## src/rtl/core/mctb_pkg.sv

```systemverilog
// shared types and constants for the multi-channel timer bank
// no dependencies
package mctb_pkg;

  localparam int TIMERS_DEF = 16;
  localparam int ADDR_SLOTS = 16;
  localparam int IN_W       = 48;
  localparam int OUT_W      = 56;

  typedef enum logic [3:0] {
    OP_TICK    = 4'd0,
    OP_CREATE  = 4'd1,
    OP_START   = 4'd2,
    OP_STOP    = 4'd3,
    OP_RESTART = 4'd4,
    OP_DELETE  = 4'd5,
    OP_PAUSE   = 4'd6,
    OP_RESUME  = 4'd7,
    OP_SETPER  = 4'd8,
    OP_QRUN    = 4'd9,
    OP_QREM    = 4'd10,
    OP_QELA    = 4'd11
  } op_t;

  typedef struct packed {
    logic load;
    logic inc;
    logic rd;
    logic calc;
    logic apply;
  } dp_cmd_t;

  typedef struct packed {
    logic is_tick;
  } dp_stat_t;

endpackage

```

## src/rtl/core/multi_channel_timer_bank_unit.sv

```systemverilog
// top level of the multi-channel timer bank
// depends on mctb_pkg, mctb_ctrl, mctb_datapath
//
// channel  dir  bits  fields (low bit first)
// in       in   48    operation[3:0] timer_index[7:4] period[39:8] periodic[40]
// out      out  56    fail[0] new_index[4:1] value[36:5] expired_mask[52:37]
//
// one word in flight at a time; tick bumps the tick counter and scans each slot
// via the shared compare unit (read, calc, apply), other commands run read,
// calc, apply once, then the result waits in the output register until taken
// reset clears tick counter and slot flags at once, no clearing pass
// a stalled output holds off the input side
module multi_channel_timer_bank_unit
  import mctb_pkg::*;
#(
  parameter int TIMERS = TIMERS_DEF
) (
  input  logic             clk,
  input  logic             rst_n,
  input  logic             in_tvalid,
  output logic             in_tready,
  input  logic [IN_W-1:0]  in_tdata,  // operation, timer_index, period, periodic
  output logic             out_tvalid,
  input  logic             out_tready,
  output logic [OUT_W-1:0] out_tdata  // fail, new_index, value, expired_mask
);

  localparam int IW = (TIMERS > 1) ? $clog2(TIMERS) : 1;

  dp_cmd_t       cmd;
  dp_stat_t      stat;
  logic [IW-1:0] scan_idx;

  mctb_ctrl #(.TIMERS(TIMERS), .IW(IW)) u_ctrl (
    .clk, .rst_n, .in_tvalid, .in_tready, .out_tvalid, .out_tready,
    .stat, .cmd, .scan_idx
  );

  mctb_datapath #(.TIMERS(TIMERS), .IW(IW)) u_dp (
    .clk, .rst_n, .in_tdata, .cmd, .scan_idx, .stat, .out_tdata
  );

  a_one_side: assert property (@(posedge clk) disable iff (!rst_n)
    !(in_tready && out_tvalid)) else $error("input and output open together");

  a_busy: assert property (@(posedge clk) disable iff (!rst_n)
    in_tvalid && in_tready |=> !in_tready) else $error("second word taken");

  a_fail_clean: assert property (@(posedge clk) disable iff (!rst_n)
    out_tvalid && out_tdata[0] |-> out_tdata[52:1] == '0)
    else $error("rejected command carries data");

endmodule

```

## src/rtl/core/mctb_ctrl.sv

```systemverilog
// command sequencer of the timer bank: handshakes, slot scan on tick
// depends on mctb_pkg
module mctb_ctrl
  import mctb_pkg::*;
#(
  parameter int TIMERS = TIMERS_DEF,
  parameter int IW     = (TIMERS > 1) ? $clog2(TIMERS) : 1
) (
  input  logic          clk,
  input  logic          rst_n,
  input  logic          in_tvalid,
  output logic          in_tready,
  output logic          out_tvalid,
  input  logic          out_tready,
  input  dp_stat_t      stat,
  output dp_cmd_t       cmd,
  output logic [IW-1:0] scan_idx
);

  typedef enum logic [2:0] {
    S_IDLE, S_INC, S_RD, S_CALC, S_APPLY, S_OUT
  } state_t;

  state_t        state_r, state_nxt;
  logic          tick_r, tick_nxt;
  logic [IW-1:0] idx_r, idx_nxt;
  logic          last;

  assign last       = (idx_r == IW'(TIMERS - 1));
  assign in_tready  = (state_r == S_IDLE);
  assign out_tvalid = (state_r == S_OUT);
  assign scan_idx   = idx_r;

  always_comb begin
    cmd       = '0;
    state_nxt = state_r;
    tick_nxt  = tick_r;
    idx_nxt   = idx_r;
    unique case (state_r)
      S_IDLE: begin
        if (in_tvalid) begin
          cmd.load  = 1'b1;
          tick_nxt  = stat.is_tick;
          idx_nxt   = '0;
          state_nxt = stat.is_tick ? S_INC : S_RD;
        end
      end
      S_INC: begin
        cmd.inc   = 1'b1;
        state_nxt = S_RD;
      end
      S_RD: begin
        cmd.rd    = 1'b1;
        state_nxt = S_CALC;
      end
      S_CALC: begin
        cmd.calc  = 1'b1;
        state_nxt = S_APPLY;
      end
      S_APPLY: begin
        cmd.apply = 1'b1;
        if (tick_r && !last) begin
          idx_nxt   = idx_r + 1'b1;
          state_nxt = S_RD;
        end else begin
          state_nxt = S_OUT;
        end
      end
      S_OUT: begin
        if (out_tready) state_nxt = S_IDLE;
      end
      default: state_nxt = S_IDLE;
    endcase
  end

  always_ff @(posedge clk) begin
    if (!rst_n) begin
      state_r <= S_IDLE;
      tick_r  <= 1'b0;
      idx_r   <= '0;
    end else begin
      state_r <= state_nxt;
      tick_r  <= tick_nxt;
      idx_r   <= idx_nxt;
    end
  end

endmodule

```

## src/rtl/core/mctb_datapath.sv

```systemverilog
// timer bank datapath: slot flags, period/start/remaining memories, result word
// depends on mctb_pkg
module mctb_datapath
  import mctb_pkg::*;
#(
  parameter int TIMERS = TIMERS_DEF,
  parameter int IW     = (TIMERS > 1) ? $clog2(TIMERS) : 1
) (
  input  logic             clk,
  input  logic             rst_n,
  input  logic [IN_W-1:0]  in_tdata,
  input  dp_cmd_t          cmd,
  input  logic [IW-1:0]    scan_idx,
  output dp_stat_t         stat,
  output logic [OUT_W-1:0] out_tdata
);

  localparam int REACH = (TIMERS < ADDR_SLOTS) ? TIMERS : ADDR_SLOTS;

  logic [31:0] per_mem [TIMERS];
  logic [31:0] st_mem  [TIMERS];
  logic [31:0] rm_mem  [TIMERS];

  logic [TIMERS-1:0] used_r, run_r, paus_r, prd_r;
  logic [TIMERS-1:0] used_nxt, run_nxt, paus_nxt, prd_nxt;
  logic [31:0] tick_r;
  logic [3:0]  op_r, idx_r;
  logic [31:0] iper_r;
  logic        imode_r;
  logic [31:0] per_q, st_q, rm_q, e_r, d_r;
  logic        fail_r, fail_nxt;
  logic [3:0]  new_r, new_nxt;
  logic [31:0] val_r, val_nxt;
  logic [15:0] mask_r, mask_nxt;

  logic [IW-1:0] slot, waddr, free_idx;
  logic          ok, u, r, p, free_ok, expd;
  logic          we_per, we_st, we_rm;
  logic [31:0]   wd_per, wd_st, wd_rm, left, emin;

  assign stat.is_tick = (op_t'(in_tdata[3:0]) == OP_TICK);
  assign out_tdata = {3'b000, mask_r, val_r, new_r, fail_r};

  assign slot = (op_t'(op_r) == OP_TICK) ? scan_idx : IW'(idx_r);
  assign ok   = (32'(idx_r) < REACH);
  assign u    = ok && used_r[slot];
  assign r    = run_r[slot];
  assign p    = paus_r[slot];
  assign expd = (e_r >= per_q);
  assign left = per_q - e_r;
  assign emin = (e_r < iper_r) ? e_r : iper_r;

  always_comb begin
    free_ok  = 1'b0;
    free_idx = '0;
    for (int i = REACH - 1; i >= 0; i--) begin
      if (!used_r[i]) begin
        free_ok  = 1'b1;
        free_idx = IW'(i);
      end
    end
  end

  always_comb begin
    used_nxt = used_r;
    run_nxt  = run_r;
    paus_nxt = paus_r;
    prd_nxt  = prd_r;
    fail_nxt = fail_r;
    new_nxt  = new_r;
    val_nxt  = val_r;
    mask_nxt = mask_r;
    we_per   = 1'b0;
    we_st    = 1'b0;
    we_rm    = 1'b0;
    wd_per   = iper_r;
    wd_st    = tick_r;
    wd_rm    = 32'd0;
    waddr    = slot;
    if (cmd.apply) begin
      unique case (op_t'(op_r))
        OP_TICK: begin
          if (used_r[slot] && r && !p && expd) begin
            if (32'(scan_idx) < ADDR_SLOTS) mask_nxt[4'(scan_idx)] = 1'b1;
            if (prd_r[slot]) we_st = 1'b1;
            else run_nxt[slot] = 1'b0;
          end
        end
        OP_CREATE: begin
          if (iper_r != 32'd0 && free_ok) begin
            waddr              = free_idx;
            used_nxt[free_idx] = 1'b1;
            run_nxt[free_idx]  = 1'b0;
            paus_nxt[free_idx] = 1'b0;
            prd_nxt[free_idx]  = imode_r;
            we_per             = 1'b1;
            we_st              = 1'b1;
            wd_st              = 32'd0;
            we_rm              = 1'b1;
            new_nxt            = 4'(free_idx);
          end else begin
            fail_nxt = 1'b1;
          end
        end
        OP_START, OP_RESTART: begin
          if (u) begin
            run_nxt[slot]  = 1'b1;
            paus_nxt[slot] = 1'b0;
            we_st          = 1'b1;
            we_rm          = 1'b1;
          end else fail_nxt = 1'b1;
        end
        OP_STOP: begin
          if (u) begin
            run_nxt[slot]  = 1'b0;
            paus_nxt[slot] = 1'b0;
            we_rm          = 1'b1;
          end else fail_nxt = 1'b1;
        end
        OP_DELETE: begin
          if (u) begin
            used_nxt[slot] = 1'b0;
            run_nxt[slot]  = 1'b0;
            paus_nxt[slot] = 1'b0;
          end else fail_nxt = 1'b1;
        end
        OP_PAUSE: begin
          if (u && r && !p) begin
            we_rm          = 1'b1;
            wd_rm          = expd ? 32'd0 : left;
            paus_nxt[slot] = 1'b1;
          end else fail_nxt = 1'b1;
        end
        OP_RESUME: begin
          if (u && r && p) begin
            we_st          = 1'b1;
            wd_st          = tick_r - d_r;
            paus_nxt[slot] = 1'b0;
            we_rm          = 1'b1;
          end else fail_nxt = 1'b1;
        end
        OP_SETPER: begin
          if (u && iper_r != 32'd0) begin
            if (r && !p) begin
              we_st = 1'b1;
              wd_st = tick_r - emin;
            end
            we_per = 1'b1;
          end else fail_nxt = 1'b1;
        end
        OP_QRUN: val_nxt = {31'd0, u && r};
        OP_QREM: begin
          if (u && r) val_nxt = p ? rm_q : (expd ? 32'd0 : left);
        end
        OP_QELA: begin
          if (u && r) val_nxt = p ? d_r : (expd ? per_q : e_r);
        end
        default: fail_nxt = 1'b1;
      endcase
    end
  end

  always_ff @(posedge clk) begin
    if (!rst_n) begin
      used_r <= '0;
      run_r  <= '0;
      paus_r <= '0;
      prd_r  <= '0;
      tick_r <= '0;
    end else begin
      used_r <= used_nxt;
      run_r  <= run_nxt;
      paus_r <= paus_nxt;
      prd_r  <= prd_nxt;
      if (cmd.inc) tick_r <= tick_r + 32'd1;
    end
  end

  always_ff @(posedge clk) begin
    if (cmd.load) begin
      op_r    <= in_tdata[3:0];
      idx_r   <= in_tdata[7:4];
      iper_r  <= in_tdata[39:8];
      imode_r <= in_tdata[40];
      fail_r  <= 1'b0;
      new_r   <= '0;
      val_r   <= '0;
      mask_r  <= '0;
    end else begin
      fail_r  <= fail_nxt;
      new_r   <= new_nxt;
      val_r   <= val_nxt;
      mask_r  <= mask_nxt;
    end
    if (cmd.rd) begin
      per_q <= per_mem[slot];
      st_q  <= st_mem[slot];
      rm_q  <= rm_mem[slot];
    end
    if (cmd.calc) begin
      e_r <= (st_q == 32'd0) ? 32'hFFFF_FFFF : tick_r - st_q;
      d_r <= per_q - rm_q;
    end
    if (we_per) per_mem[waddr] <= wd_per;
    if (we_st)  st_mem[waddr]  <= wd_st;
    if (we_rm)  rm_mem[waddr]  <= wd_rm;
  end

endmodule
```

## config.mk

```make
export PLATFORM = sky130hd
export DESIGN_NAME = multi_channel_timer_bank_unit
export DESIGN_NICKNAME = d
export VERILOG_FILES = /design/src/rtl/core/mctb_pkg.sv /design/src/rtl/core/multi_channel_timer_bank_unit.sv /design/src/rtl/core/mctb_ctrl.sv /design/src/rtl/core/mctb_datapath.sv
export SDC_FILE = /design/constraint.sdc
export NUM_CORES = 2
export LEC_CHECK = 0
export ABC_AREA = 1
export BUFFER_PORTS_ARGS = -buffer_cell sky130_fd_sc_hd__buf_2
export CORE_AREA = 8 8 439 441
export CTS_CLUSTER_SIZE = 8
export DETAILED_ROUTE_END_ITERATION = 10
export DIE_AREA = 0 0 447 449
export PLACE_DENSITY = 0.71
export SLEW_MARGIN = 15
export SYNTH_ARGS = -nofsm -noshare
export SYNTH_HDL_FRONTEND = slang
export SYNTH_HIERARCHICAL = 1
export SYNTH_SLANG_ARGS = --single-unit
```

## constraint.sdc

```tcl
create_clock -name clk -period 7.18 [get_ports clk]
set_clock_uncertainty 0.15 [all_clocks]
set_input_delay 1.436 -clock clk [delete_from_list [all_inputs] [get_ports clk]]
set_output_delay 1.436 -clock clk [all_outputs]
set_load 0.01 [all_outputs]
```

==> impl_metrics.env <==
export IMPL_status="completed"
export IMPL_final_util=0.5091
export IMPL_layout_commonest_cell="edfxtp_1"
export IMPL_criticalPathCategory="register to register"
export IMPL_yosys_top_cells_area="edfxtp_1, a22oi_1, a21oi_1"
export IMPL_cts_tree="done"
export IMPL_syn_area_mm2=0.08296
export IMPL_clock_sinks=1894
export IMPL_leakagePower_nw=32.19
export IMPL_ctsHoldBuffers=0
export IMPL_fin_crit_ps=6273
export IMPL_seq_area_frac_synth=0.6666
export IMPL_fmax_mhz=159.4
export IMPL_worstSkewPairLatency_ps=920
export IMPL_post_cts_buffers=0
export IMPL_numCtsBuffers=288
export IMPL_cts_root_buf="clkbuf_16"
export IMPL_cp_arrival_ps=6730
export IMPL_met1_length_um=103900
export IMPL_relSlewSlack=0.1529
export IMPL_tightestPinTransition_ps=1262
export IMPL_end_kind="register"
export IMPL_p_total_mw=27.33
export IMPL_n_antenna_cell=0
export IMPL_synth_top_area_share=0.6288
export IMPL_rr_endpoint="u_dp/st_mem[14][18]$_DFFE_PP_"
export IMPL_dp_hpwl_um=162600
export IMPL_syn2layout_area_growth_pct=14.28
export IMPL_cp_required_ps=7630
export IMPL_maxCapViolCount=0
export IMPL_layout_common_cells="edfxtp_1, nand2_1, a22oi_1, a21oi_1, inv_1"
export IMPL_synth_edf_count=1737
export IMPL_synth_area_per_cell_um2=11.85
export IMPL_yosysTopAreaCell="edfxtp_1"
export IMPL_die_height_um=449
export IMPL_startpoint_type="register"
export IMPL_hold_path_class="register to register"
export IMPL_htree_levels=5
export IMPL_avgViaCountPerCell=6.161
export IMPL_routed_wl_um=269400
export IMPL_start_util=0.4455
export IMPL_crit_end="u_dp/st_mem[14][18]$_DFFE_PP_"
export IMPL_cts_max_path_buffers=4
export IMPL_die_w_um=447
export IMPL_yosys_warnings=6
export IMPL_rsz0062_at_grt="false"
export IMPL_drive_gt1_frac=0.09861
export IMPL_r2r_slack_ps=910
export IMPL_final_setup_viol_count=0
export IMPL_r2r_cells=27
export IMPL_wl_met2_um=126100
export IMPL_dr_pass1_iters=8
export IMPL_overflow=0
export IMPL_r2r_start="u_dp/iper_r[2]$_DFFE_PP_"
export IMPL_drt_iter0_drc=7832
export IMPL_core_mm2=0.1862
export IMPL_numPortBuffers=99
export IMPL_cts_resized=0
export IMPL_antenna_found_initial=11
export IMPL_place_ws_ps=1028
export IMPL_routed_top_layer="met5"
export IMPL_period_share=0.8737
export IMPL_clkTransAtPathRegs_ps=50
export IMPL_postSynthRegisterBits=1894
export IMPL_grt_max_degree=157
export IMPL_wl_per_cell_um=27.47
export IMPL_num_fill_cells=15740
export IMPL_antenna_left=0
export IMPL_via_count=60420
export IMPL_grt_usage=0.2568
export IMPL_place_congestion=1.003
export IMPL_drc=0
export IMPL_ys_async_sr_fraction=0
export IMPL_finalHoldViolCount=0
export IMPL_grt_pass1_wl_um=386400
export IMPL_num_rows=159
export IMPL_ys_types=65
export IMPL_synth_cells=7003
export IMPL_maxSlewViolCount=0
export IMPL_worst_slack_ps=906.9
export IMPL_final_nets=7477
export IMPL_ir_worst_vdd_mv=0.2260
export IMPL_io_pins=110
export IMPL_routed_wl_met3_um=26170
export IMPL_grt_pass1_vias=57710
export IMPL_synth_ff_type="edfxtp_1"
export IMPL_cp_startpoint="u_dp/iper_r[2]$_DFFE_PP_"
export IMPL_cp_max_fo=22
export IMPL_die_area_mm2=0.2007
export IMPL_p_per_area_mw_per_mm2=288.3
export IMPL_setup_tns_ps=0
[stage by stage]
step | cell area [µm²] | std cells | hold slack, ps
2_1_floorplan | 82970 | 7005 | 279.7
6_report | 94800 | 9807 | 295.3
3_3_place_gp | 87070 | 9435 | 286.0
3_5_place_dp | 87070 | 9435 | 286.8
5_1_grt | 94800 | 9807 | 312.9
4_1_cts | 94790 | 9807 | 294.7
[per-layer routing]
layer  global-route usage  up-vias
met2               0.4136     3701
met4               0.1135        2
met3              0.05018      590
li1                     -    26390
met1               0.3385    29730
met5                    0        -
[kinds of logic after synthesis]
logic type               count (synthesis)  synth area share
flip-flops                            1894            0.6666
XOR/XNOR                                90          0.009502
other                                    1        0.00004520
AND/OR/NAND/NOR                       1940            0.1032
adder cells (fa/ha/maj)                195           0.02986
AO/OA/AOI/OAI                         2046            0.1515
buffers and inverters                  837           0.03924
[sequential cells by signal, summed over array words and instances, names as in the netlist, 16 cells and up]
name / flops
u_dp/prd_r: 16
u_dp/paus_r: 16
u_dp/per_q: 32
u_dp/iper_r: 32
u_dp/st_mem: 512
u_dp/val_r: 32
u_dp/rm_q: 32
u_dp/st_q: 32
u_dp/rm_mem: 512
u_dp/mask_r: 16
u_dp/per_mem: 512
u_dp/tick_r: 32
u_dp/e_r: 32
u_dp/used_r: 16
u_dp/run_r: 16
u_dp/d_r: 32
[synthesized netlist by cell type (6+ instances only)]
master    instances
a21oi_1         739
edfxtp_1       1737
buf_4            12
a21o_1           25
o21ai_0         342
buf_1            38
nand2_2          12
a21boi_0         22
xor2_1           63
ha_1            190
or4_1            96
nor2_1          468
o22ai_1          36
inv_2            16
a31oi_1          19
nor4_1           22
buf_2            35
xnor2_1          27
dfxtp_1         157
nor3_1           81
clkbuf_1        233
nand3_1         188
nand2_4           6
a22oi_1         768
nand4_1          55
o21a_1           13
o21bai_1         13
inv_1           496
nor2_4            6
or2_2            34
o211ai_1         15
o21ai_1          24
nor2_2           11
nand2_1         937
[power breakdown]
group,internal [mW],switching [mW]
registers,12.2,0.208
clock network,7.33,4.49
logic,0.932,2.15
[worst min-delay path by stage]
stage | startpoint | end | slack [ps] | cells past startpoint
finish | u_dp/mask_r[2]$_SDFFE_PP0P_ | u_dp/mask_r[2]$_SDFFE_PP0P_ | 300 | 2
global route | u_dp/mask_r[8]$_SDFFE_PP0P_ | u_dp/mask_r[8]$_SDFFE_PP0P_ | 310 | 2
CTS | u_dp/mask_r[8]$_SDFFE_PP0P_ | u_dp/mask_r[8]$_SDFFE_PP0P_ | 290 | 2
detailed placement | u_dp/mask_r[8]$_SDFFE_PP0P_ | u_dp/mask_r[8]$_SDFFE_PP0P_ | 290 | 2
global placement | u_dp/mask_r[6]$_SDFFE_PP0P_ | u_dp/mask_r[6]$_SDFFE_PP0P_ | 290 | 2
floorplan | u_dp/prd_r[10]$_SDFFE_PN0P_ | u_dp/prd_r[10]$_SDFFE_PN0P_ | 280 | 2
[final cells by class]
| class | instances | area [µm²] | share of cell area |
|---|---|---|---|
| tap | 2495 | 3122 | 0.03293 |
| clock buffer | 360 | 7572 | 0.07987 |
| inverter | 516 | 1972 | 0.02080 |
| timing repair buffer | 256 | 1849 | 0.01951 |
| sequential | 1894 | 55300 | 0.5834 |
| clock inverter | 12 | 145.1 | 0.001531 |
| multi-input combinational | 4274 | 24840 | 0.2620 |
[critical path: stages, from the launching register on]
cell and delay [ps]:
edfxtp_1 780, inv_1 260, ha_1 350, nand2_1 60
inv_1 30, nand2_1 50, nand2_1 70, nand2_1 60
nand2_1 70, nand2_1 70, nand2_1 110, nand2_1 140
nand2_2 300, o21ai_0 350, ha_1 200, inv_1 50
fa_1 430, nand3_1 100, nand2_1 90, a31oi_1 310
o21ai_0 390, nand4_1 170, nand2_1 90, xnor2_1 130
nor2_1 50, o21ai_0 430, o21ai_0 320, buf_4 280
(Power assumes the default switching activity.)
